[src/rtl/assert_macros.svh]
// ----------------------------------------------------------------------------
// Assertion macros
// Shared concurrent assertion forms, clocked on clk and disabled in rst.
// ----------------------------------------------------------------------------
`ifndef ASSERT_MACROS_SVH
`define ASSERT_MACROS_SVH

// Same-cycle implication.
`define RBD_ASSERT_SAME(lbl, ante, cons, msg) \
  lbl: assert property (@(posedge clk) disable iff (rst) (ante) |-> (cons)) \
    else $error(msg);

// Next-cycle implication.
`define RBD_ASSERT_NEXT(lbl, ante, cons, msg) \
  lbl: assert property (@(posedge clk) disable iff (rst) (ante) |=> (cons)) \
    else $error(msg);

`endif

[src/rtl/rbd_pkg.sv]
// ----------------------------------------------------------------------------
// RLE block decoder package
// Types and constants shared by the decoder modules.
// ----------------------------------------------------------------------------
package rbd_pkg;

  localparam logic [7:0] LIT_MAX  = 8'd127;  // highest literal header
  localparam logic [7:0] RUN_BIAS = 8'd126;  // run length = header - bias
  localparam logic [7:0] RUN_MIN  = 8'd2;
  localparam logic [7:0] RUN_MAX  = 8'd129;
  localparam logic [7:0] REP_LIT  = 8'd1;

  typedef enum logic [1:0] {
    ST_OK          = 2'd0,
    ST_LIT_CUT     = 2'd1,
    ST_RUN_MISSING = 2'd2
  } status_t;

  typedef struct packed {
    logic [7:0] code_byte;
    logic       stream_end;
  } item_t;

  typedef struct packed {
    logic [7:0] out_byte;
    logic [7:0] repeat_count;
    status_t    status;
    logic       stream_done;
  } result_t;

endpackage

[src/rtl/rbd_in_if.sv]
// ----------------------------------------------------------------------------
// RLE block decoder input channel
// Valid/ready channel carrying one encoded byte and its end-of-stream flag.
// ----------------------------------------------------------------------------
interface rbd_in_if;
  logic       valid;
  logic       ready;
  logic [7:0] code_byte;
  logic       stream_end;

  modport source (output valid, output code_byte, output stream_end, input ready);
  modport sink   (input valid, input code_byte, input stream_end, output ready);
endinterface

[src/rtl/rbd_out_if.sv]
// ----------------------------------------------------------------------------
// RLE block decoder output channel
// Valid/ready channel carrying one decoded byte, its repeat count and status.
// ----------------------------------------------------------------------------
interface rbd_out_if;
  logic       valid;
  logic       ready;
  logic [7:0] out_byte;
  logic [7:0] repeat_count;
  logic [1:0] status;
  logic       stream_done;

  modport source (output valid, output out_byte, output repeat_count,
                  output status, output stream_done, input ready);
  modport sink   (input valid, input out_byte, input repeat_count,
                  input status, input stream_done, output ready);
endinterface

[src/rtl/rbd_in_stage.sv]
// ----------------------------------------------------------------------------
// RLE block decoder input register
// Captures one request from the input channel and holds it for the decoder.
// ----------------------------------------------------------------------------
module rbd_in_stage (
  input  logic          clk,
  input  logic          rst,
  rbd_in_if.sink        in_ch,
  input  logic          take,
  output logic          item_v,
  output rbd_pkg::item_t item
);
  import rbd_pkg::*;

  // Accept whenever the register is empty or drains this cycle.
  assign in_ch.ready = !item_v || take;

  always_ff @(posedge clk) begin
    if (rst) begin
      item_v <= 1'b0;
    end else if (in_ch.ready) begin
      item_v <= in_ch.valid;
    end
    if (in_ch.valid && in_ch.ready) begin
      item.code_byte  <= in_ch.code_byte;
      item.stream_end <= in_ch.stream_end;
    end
  end

endmodule

[src/rtl/rbd_core.sv]
// ----------------------------------------------------------------------------
// RLE block decoder core
// Holds block phase and remaining count; decodes a byte per cycle unless held.
// ----------------------------------------------------------------------------
`include "assert_macros.svh"

module rbd_core (
  input  logic            clk,
  input  logic            rst,
  input  logic            item_v,
  input  rbd_pkg::item_t  item,
  input  logic            down_ready,
  output logic            take,
  output logic            res_push,
  output rbd_pkg::result_t result
);
  import rbd_pkg::*;

  typedef enum logic [1:0] {
    PH_HEADER = 2'd0,
    PH_LIT    = 2'd1,
    PH_RUN    = 2'd2
  } phase_t;

  phase_t     phase, phase_next;
  logic [7:0] remaining, remaining_next;
  logic       has_result;
  logic [7:0] left;

  always_comb begin
    phase_next          = phase;
    remaining_next      = remaining;
    has_result          = 1'b0;
    result.out_byte     = 8'd0;
    result.repeat_count = 8'd0;
    result.status       = ST_OK;
    result.stream_done  = item.stream_end;
    left                = ((remaining == 8'd0) ? 8'd1 : remaining) - 8'd1;

    unique case (phase)
      PH_LIT: begin
        has_result          = 1'b1;
        result.out_byte     = item.code_byte;
        result.repeat_count = REP_LIT;
        remaining_next      = left;
        if (left == 8'd0) begin
          phase_next = PH_HEADER;
        end
        if (item.stream_end && left != 8'd0) begin
          result.status = ST_LIT_CUT;
        end
      end
      PH_RUN: begin
        has_result          = 1'b1;
        result.out_byte     = item.code_byte;
        result.repeat_count = remaining;
        phase_next          = PH_HEADER;
        remaining_next      = 8'd0;
      end
      default: begin
        // Header byte: reports only when it ends the stream.
        has_result = item.stream_end;
        if (item.code_byte <= LIT_MAX) begin
          remaining_next = item.code_byte + 8'd1;
          phase_next     = PH_LIT;
          result.status  = ST_LIT_CUT;
        end else begin
          remaining_next = item.code_byte - RUN_BIAS;
          phase_next     = PH_RUN;
          result.status  = ST_RUN_MISSING;
        end
      end
    endcase

    // Any stream end starts the next stream afresh.
    if (item.stream_end) begin
      phase_next     = PH_HEADER;
      remaining_next = 8'd0;
    end
  end

  assign take     = item_v && (!has_result || down_ready);
  assign res_push = item_v && has_result;

  always_ff @(posedge clk) begin
    if (rst) begin
      phase     <= PH_HEADER;
      remaining <= 8'd0;
    end else if (take) begin
      phase     <= phase_next;
      remaining <= remaining_next;
    end
  end

  `RBD_ASSERT_NEXT(a_end_resets, take && item.stream_end, phase == PH_HEADER && remaining == 8'd0, "stream end did not clear state")
  `RBD_ASSERT_SAME(a_lit_count, phase == PH_LIT, remaining != 8'd0, "literal phase with zero count")
  `RBD_ASSERT_SAME(a_run_range, phase == PH_RUN, remaining >= RUN_MIN && remaining <= RUN_MAX, "run length out of range")
  `RBD_ASSERT_SAME(a_status_only, res_push && result.repeat_count == 8'd0, result.stream_done && result.status != ST_OK, "status-only result without stream end")

endmodule

[src/rtl/rbd_out_stage.sv]
// ----------------------------------------------------------------------------
// RLE block decoder result register
// Holds one decoded result until the output channel takes it.
// ----------------------------------------------------------------------------
module rbd_out_stage (
  input  logic             clk,
  input  logic             rst,
  input  logic             res_push,
  input  rbd_pkg::result_t result,
  output logic             up_ready,
  rbd_out_if.source        out_ch
);
  import rbd_pkg::*;

  logic    out_v;
  result_t held;

  assign up_ready = !out_v || out_ch.ready;

  always_ff @(posedge clk) begin
    if (rst) begin
      out_v <= 1'b0;
    end else if (up_ready) begin
      out_v <= res_push;
    end
    if (res_push && up_ready) begin
      held <= result;
    end
  end

  assign out_ch.valid        = out_v;
  assign out_ch.out_byte     = held.out_byte;
  assign out_ch.repeat_count = held.repeat_count;
  assign out_ch.status       = held.status;
  assign out_ch.stream_done  = held.stream_done;

endmodule

[src/rtl/rle_block_decoder.sv]
// ----------------------------------------------------------------------------
// RLE block decoder
// Byte-oriented run-length block decoder, top level.
// ----------------------------------------------------------------------------
// Accepts one encoded byte per clock and sustains that rate under continuous
// flow; each result passes the input register, then the result register,
// before it is offered on the output, and a stalled output backs up into the
// input. A header 0..127 opens a literal block of header+1
// bytes, each returned with repeat count 1; a header 128..255 makes the next
// byte come back once with repeat count header-126. Header bytes give no
// result unless they end the stream, in which case a status-only result
// (byte 0, count 0) flags the cut block. Any stream end returns the decoder to
// expecting a header.
module rle_block_decoder (
  input  logic       clk,
  input  logic       rst,
  rbd_in_if.sink     in_ch,
  rbd_out_if.source  out_ch
);
  import rbd_pkg::*;

  logic    item_v;
  item_t   item;
  logic    take;
  logic    res_push;
  result_t result;
  logic    up_ready;

  rbd_in_stage u_in_stage (
    .clk    (clk),
    .rst    (rst),
    .in_ch  (in_ch),
    .take   (take),
    .item_v (item_v),
    .item   (item)
  );

  rbd_core u_core (
    .clk        (clk),
    .rst        (rst),
    .item_v     (item_v),
    .item       (item),
    .down_ready (up_ready),
    .take       (take),
    .res_push   (res_push),
    .result     (result)
  );

  rbd_out_stage u_out_stage (
    .clk      (clk),
    .rst      (rst),
    .res_push (res_push),
    .result   (result),
    .up_ready (up_ready),
    .out_ch   (out_ch)
  );

endmodule
[src/flat_wrapper.sv]
// flat-port wrapper written by rule: the top's interface ports become plain ports
module rle_block_decoder_flat import rbd_pkg::*;
  (clk, rst, in_ch_valid, in_ch_code_byte, in_ch_stream_end, in_ch_ready, out_ch_valid, out_ch_out_byte, out_ch_repeat_count, out_ch_status, out_ch_stream_done, out_ch_ready);
  rbd_in_if in_ch_i ();
  rbd_out_if out_ch_i ();
  input  logic clk;
  input  logic rst;
  input wire logic [$bits(in_ch_i.valid)-1:0] in_ch_valid;
  input wire logic [$bits(in_ch_i.code_byte)-1:0] in_ch_code_byte;
  input wire logic [$bits(in_ch_i.stream_end)-1:0] in_ch_stream_end;
  output wire logic [$bits(in_ch_i.ready)-1:0] in_ch_ready;
  output wire logic [$bits(out_ch_i.valid)-1:0] out_ch_valid;
  output wire logic [$bits(out_ch_i.out_byte)-1:0] out_ch_out_byte;
  output wire logic [$bits(out_ch_i.repeat_count)-1:0] out_ch_repeat_count;
  output wire logic [$bits(out_ch_i.status)-1:0] out_ch_status;
  output wire logic [$bits(out_ch_i.stream_done)-1:0] out_ch_stream_done;
  input wire logic [$bits(out_ch_i.ready)-1:0] out_ch_ready;
  assign in_ch_i.valid = in_ch_valid;
  assign in_ch_i.code_byte = in_ch_code_byte;
  assign in_ch_i.stream_end = in_ch_stream_end;
  assign in_ch_ready = in_ch_i.ready;
  assign out_ch_valid = out_ch_i.valid;
  assign out_ch_out_byte = out_ch_i.out_byte;
  assign out_ch_repeat_count = out_ch_i.repeat_count;
  assign out_ch_status = out_ch_i.status;
  assign out_ch_stream_done = out_ch_i.stream_done;
  assign out_ch_i.ready = out_ch_ready;
  rle_block_decoder u_core (.clk(clk), .rst(rst), .in_ch(in_ch_i), .out_ch(out_ch_i));
endmodule
[config.mk]
export PLATFORM = sky130hd
export DESIGN_NAME = rle_block_decoder_flat
export DESIGN_NICKNAME = d
export VERILOG_FILES = /design/src/rtl/rbd_pkg.sv /design/src/rtl/rbd_in_if.sv /design/src/rtl/rbd_out_if.sv /design/src/rtl/rbd_in_stage.sv /design/src/rtl/rbd_core.sv /design/src/rtl/rbd_out_stage.sv /design/src/rtl/rle_block_decoder.sv /design/src/flat_wrapper.sv
export VERILOG_INCLUDE_DIRS = /design/src /design/src/rtl
export SDC_FILE = /design/constraint.sdc
export NUM_CORES = 1
export LEC_CHECK = 0
export BUFFER_PORTS_ARGS = -buffer_cell sky130_fd_sc_hd__buf_4
export CAP_MARGIN = 15
export CORE_MARGIN = 8
export CORE_UTILIZATION = 55
export CTS_CLUSTER_DIAMETER = 150
export DETAILED_ROUTE_END_ITERATION = 6
export PLACE_DENSITY = 0.77
export SETUP_SLACK_MARGIN = 0.3
export SLEW_MARGIN = 0
export SYNTH_ARGS = -nofsm -noshare
export SYNTH_HDL_FRONTEND = slang
export SYNTH_SLANG_ARGS = --single-unit
[constraint.sdc]
create_clock -name clk -period 2.4 [get_ports clk]
set_input_delay 0.6 -clock clk [delete_from_list [all_inputs] [get_ports clk]]
set_output_delay 0.6 -clock clk [all_outputs]
set_load 0.01 [all_outputs]
# Yosys cells after proc, flatten, opt, wreduce, memory -nomap -nowiden
# Index checks and enable logic that the tools add are counted.
# Widths: inputs -> output; s select.
# totals
reg_bits,40
input_bits,13
output_inout_bits,21
# op_classes
addsub,3
magnitude_cmp,1
eq_ne,3
muxes,12
reduce_logical,16
# op_table
op,count
$pmux 16 s2,1
$mux 8,3
$logic_not 8->1,2
$pmux 8 s2,1
$add 8x1->8 const B,1
$le 8x7->1 const B,1
$pmux 2 s2,2
$reduce_bool 8->1,1
$sub 8x1->8 const B,1
$sub 8x7->8 const B,1
$mux 2,3
$logic_and 1x1->1,5
$logic_not 1->1,3
$logic_or 1x1->1,3
$ne 3x2->1 const B,1
$eq 2x1->1 const B,1
$eq 2x2->1 const B,1
$mux 1,2
$reduce_and 2->1,1
$reduce_or 2->1,1

# Logic depth before layout (Yosys ltp)
# logic_depth
depth_word,8
depth_mapped,7
depth_no_buf,7

# Modules after synthesis
# A second synthesis with hierarchy kept.
# unflattened
cells_unflattened,164
hier_area_um2,1889.3
# modules_own_cells
module,n_inst,cells_per_inst,area_per_inst_um2,seq_area_each_um2
rbd_core,1,126,938.4,200.2
rbd_out_stage,1,24,625.6,590.6
rbd_in_stage,1,14,325.3,290.3

# Least setup slack after synthesis
# Ideal clock, no wire load.
# synth_path
path_kind,register to register
from,register u_core.u_core.phase[0]
to,"register u_core.u_out_stage.held, in the netlist u_core.u_out_stage.out_ch.out_byte[0], enable pin"
t_arrival_ns,1.783
path_slack_ns,0.223
stages_incl_launch_ff,6
period_less_slack_ns,2.177
path_cell_list,dfxtp_1 inv_1 ha_1 nand2b_1 nand2_1 nor2_1
# synth_between
elab_chain_len,5
elab_cells_between_ends,6
cone_classes,2 x eq/ne; 1 x mux; 3 x reduce/logical
# synth_lines
element,line_no,rtl
start: declaration,rbd_core.sv:25,"phase_t phase, phase_next;"
start signal: assignment,rbd_core.sv:90,phase <= phase_next;
$eq 2x2->1 / $eq 2x1->1 (equally long branches),rbd_core.sv:40,unique case (phase)
$reduce_or 2->1 (no line) (*),n/a,
$mux 1 (*),rbd_core.sv:40,
$logic_and 1x1->1 (*),rbd_core.sv:83,assign res_push = item_v && has_result;
$logic_and 1x1->1 (*),rbd_out_stage.sv:26,if (res_push && up_ready) begin
end signal: assignment,rbd_out_stage.sv:27,held <= result;
end: declaration,rbd_out_stage.sv:16,result_t held;
# Every way passes the cells marked *; elsewhere a longest branch is shown, timed or not.
# A chain may end at the register's enable or synchronous reset.

# Final worst setup path
# layout_path
from,register u_core.u_core.remaining[6]
to,register u_core.u_core.phase[1]
# layout_between
elab_chain_len,6
# layout_lines
element,line_no,rtl
start: declaration,rbd_core.sv:26,"logic [7:0] remaining, remaining_next;"
start signal: assignment,rbd_core.sv:91,remaining <= remaining_next;
$logic_not 8->1,rbd_core.sv:38,left = ((remaining == 8'd0) ? 8'd1 : remaining) - 8'd1;
$mux 8 (*),rbd_core.sv:38,
$sub 8x1->8 (*),rbd_core.sv:38,
$logic_not 8->1 (*),rbd_core.sv:46,if (left == 8'd0) begin
$ne 3x2->1 (no line) (*),n/a,
$reduce_and 2->1 (no line) (*),n/a,
# Marked as above.

==> flow_metrics.env <==
export IMPL_avgSynthCellArea_um2=11.62
export IMPL_fin_area_um2=2390
export IMPL_synth_top_area_share_pct=43.58
export IMPL_period_needed_ps=2011
export IMPL_design_core_area_um2=3363
export IMPL_fin_nets=230
export IMPL_drt_iter0_drc=108
export IMPL_cts_hold_buf=0
export IMPL_cp_max_fo=4
export IMPL_power_total_mw=1.295
export IMPL_postLayoutCoreUtil_pct=71.06
export IMPL_vias_per_cell=5.768
export IMPL_startpoint_type="flip-flop"
export IMPL_final_hold_viol_count=0
export IMPL_synth_main_ff_cell="edfxtp_1"
export IMPL_cts_tree="yes"
export IMPL_ys_seq_elements=40
export IMPL_ys_async_sr_fraction_pct=0
export IMPL_fin_hold_ws_ps=417.3
export IMPL_antenna_cells=0
export IMPL_numPortBuffers=33
export IMPL_synthTopCellsByCount="edfxtp_1 (28), and2_1 (16), dfxtp_1 (12)"
export IMPL_tns_ps=0
export IMPL_finalCritPeriodShare_pct=83.80
export IMPL_cts_buffers=5
export IMPL_reg2regPathDepth=7
export IMPL_postLayoutSetupSlackWorst_ps=388.8
export IMPL_die_x_um=75.23
export IMPL_hold_class="in -> reg"
export IMPL_hpwlAfterDp_um=3051
export IMPL_max_freq_mhz=497.2
export IMPL_grt_max_degree=19
export IMPL_cts_sinks=40
export IMPL_rsz0062_at_grt="false"
export IMPL_vias=1494
export IMPL_cellPowerDensity_nw_per_um2=541.9
export IMPL_ys_types=45
export IMPL_cap_viol_max_count=0
export IMPL_hold_depth=1
export IMPL_grt_use_total_pct=15.28
export IMPL_yosys_top_cells_area="edfxtp_1 (44%), dfxtp_1 (12%), and2_1 (5.2%)"
export IMPL_dp_cells=246
export IMPL_synth_most_common_cell="edfxtp_1"
export IMPL_grt_ovfl_total=0
export IMPL_critPathRequiredTime_ps=2690
export IMPL_areaGrowthSynthToFinish_pct=23.87
export IMPL_initial_core_util_pct=57.37
export IMPL_synth_nets=184
export IMPL_place_congestion=0.8771
export IMPL_leakage_nw=0.9019
export IMPL_slew_viol_final=0
export IMPL_setup_viol=0
export IMPL_synth_largest_area_cell="edfxtp_1"
export IMPL_cts_max_level=2
export IMPL_grt_pass1_wl_um=6389
export IMPL_pre_cts_slack_ps=327.7
export IMPL_drc=0
export IMPL_ioPinCount=34
export IMPL_grt_pass1_vias=1435
export IMPL_outcome="finished clean"
export IMPL_die_h_um=75.23
export IMPL_antenna_found_initial=0
export IMPL_synthCells=166
export IMPL_clk_pin_slew_ps=110
export IMPL_die_area_um2=5659
export IMPL_ir_worst_vdd_v=0.0003464
export IMPL_yosysWarnings=0
export IMPL_wl_per_cell_um=16.04
export IMPL_dpl_cell_area_um2=2245
export IMPL_ys_seq_area_share_pct=56.03
export IMPL_syn_area_um2=1929
export IMPL_arrival_ps=2310
export IMPL_drtAntennaViolNets=0
export IMPL_synth_edf_count=28
export IMPL_clk_latency_ps=350
export IMPL_slew_headroom_pct=70.00
export IMPL_tightest_slew_ps=449.0
export IMPL_clockBufferDepth=2
export IMPL_drive_above_1_share_pct=31.46
export IMPL_layout_cells_non_filler=259
export IMPL_setup_worst_path_end_class="flip-flop"
export IMPL_cts_root_buf="clkbuf_4"
export IMPL_crit_type="reg -> reg"
export IMPL_first_pass_iters=4
export IMPL_rows=21
export IMPL_r2r_slack_ps=390
export IMPL_skew_ps=9.722
export IMPL_wl_um=4154
[report_power, final]
| group | total [mW] | internal [mW] | switching, mW |
|---|---|---|---|
| Clock | 0.346 | 0.145 | 0.202 |
| Combinational | 0.168 | 0.0826 | 0.0851 |
| Sequential | 0.781 | 0.759 | 0.0215 |
[worst paths after layout]
path,endpoint,start
worst max register to register,u_core.u_core.phase[1]$_SDFFE_PP0P_,u_core.u_core.remaining[6]$_SDFFE_PP0P_
worst max-delay path,u_core.u_core.phase[1]$_SDFFE_PP0P_,u_core.u_core.remaining[6]$_SDFFE_PP0P_
worst min-delay path,u_core.u_in_stage.item[4]$_DFFE_PP_,in_ch_code_byte[3]
worst min register to register,u_core.u_core.phase[0]$_SDFFE_PP0P_,u_core.u_core.phase[0]$_SDFFE_PP0P_
[registers in the layout (all words and copies together) (netlist names)]
register                                cells
u_core.u_out_stage.out_ch.valid             1
u_core.u_out_stage.out_ch.repeat_count      8
u_core.u_in_stage.item_v                    1
u_core.u_in_stage.item                      9
u_core.u_out_stage.out_ch.status            2
u_core.u_out_stage.out_ch.out_byte          8
u_core.u_core.remaining                     8
u_core.u_core.phase                         2
u_core.u_out_stage.out_ch.stream_done       1
[critical path, cell delays in order (launching register included)]
cell and delay [ps]:
dfxtp_4 380, nor4_4 380, a31oi_2 150, inv_1 80, ha_2 180, a41oi_2 130, or4b_1 550, a21oi_2 120
[routing by layer]
layer / global-route usage (%) / wire (µm)
met5: 0 / 0
met4: 10.02 / 188
met3: 4.927 / 379
met2: 25.72 / 1979
met1: 15.99 / 1606
[kinds of logic after synthesis]
| logic type | after synthesis | share of synthesized area (%) |
|---|---|---|
| and+or+nand+nor | 62 | 19.78 |
| AOI/OAI and AO/OA | 42 | 15.50 |
| DFF | 40 | 56.03 |
| buffers and inverters | 12 | 3.112 |
| adders and majority gates | 5 | 3.243 |
| xor gates and xnor gates | 4 | 1.816 |
| muxes | 1 | 0.5188 |
[area by class of cell]
cell class / instances / area, µm²
Sequential cell: 40 / 1087
Multi-Input combinational cell: 114 / 833.3
Inverter: 8 / 30.03
Timing Repair Buffer: 43 / 322.8
Fill cell: 257 / 973.4
Clock buffer: 8 / 58.81
Tap cell: 46 / 57.56
[what timing repair did]
item                       CTS  global route
setup buffers                0             5
pin swaps                    0             5
gates resized for setup      2             9
cloned                       0             0
setup endpoints to repair    1             3
[cell usage in the layout, fill, tap and decap left out, types with 4 or more instances in the layout]
master and n:
a21oi_1 5, and2_1 16, buf_4 43, clkbuf_4 5, dfxtp_1 9, edfxtp_1 28, inv_1 8, nand2_1 8
nand2b_1 4, nor2_1 7, o211ai_1 5, o21ai_0 9, xnor2_1 4
Power figures use the tool's default switching activity.
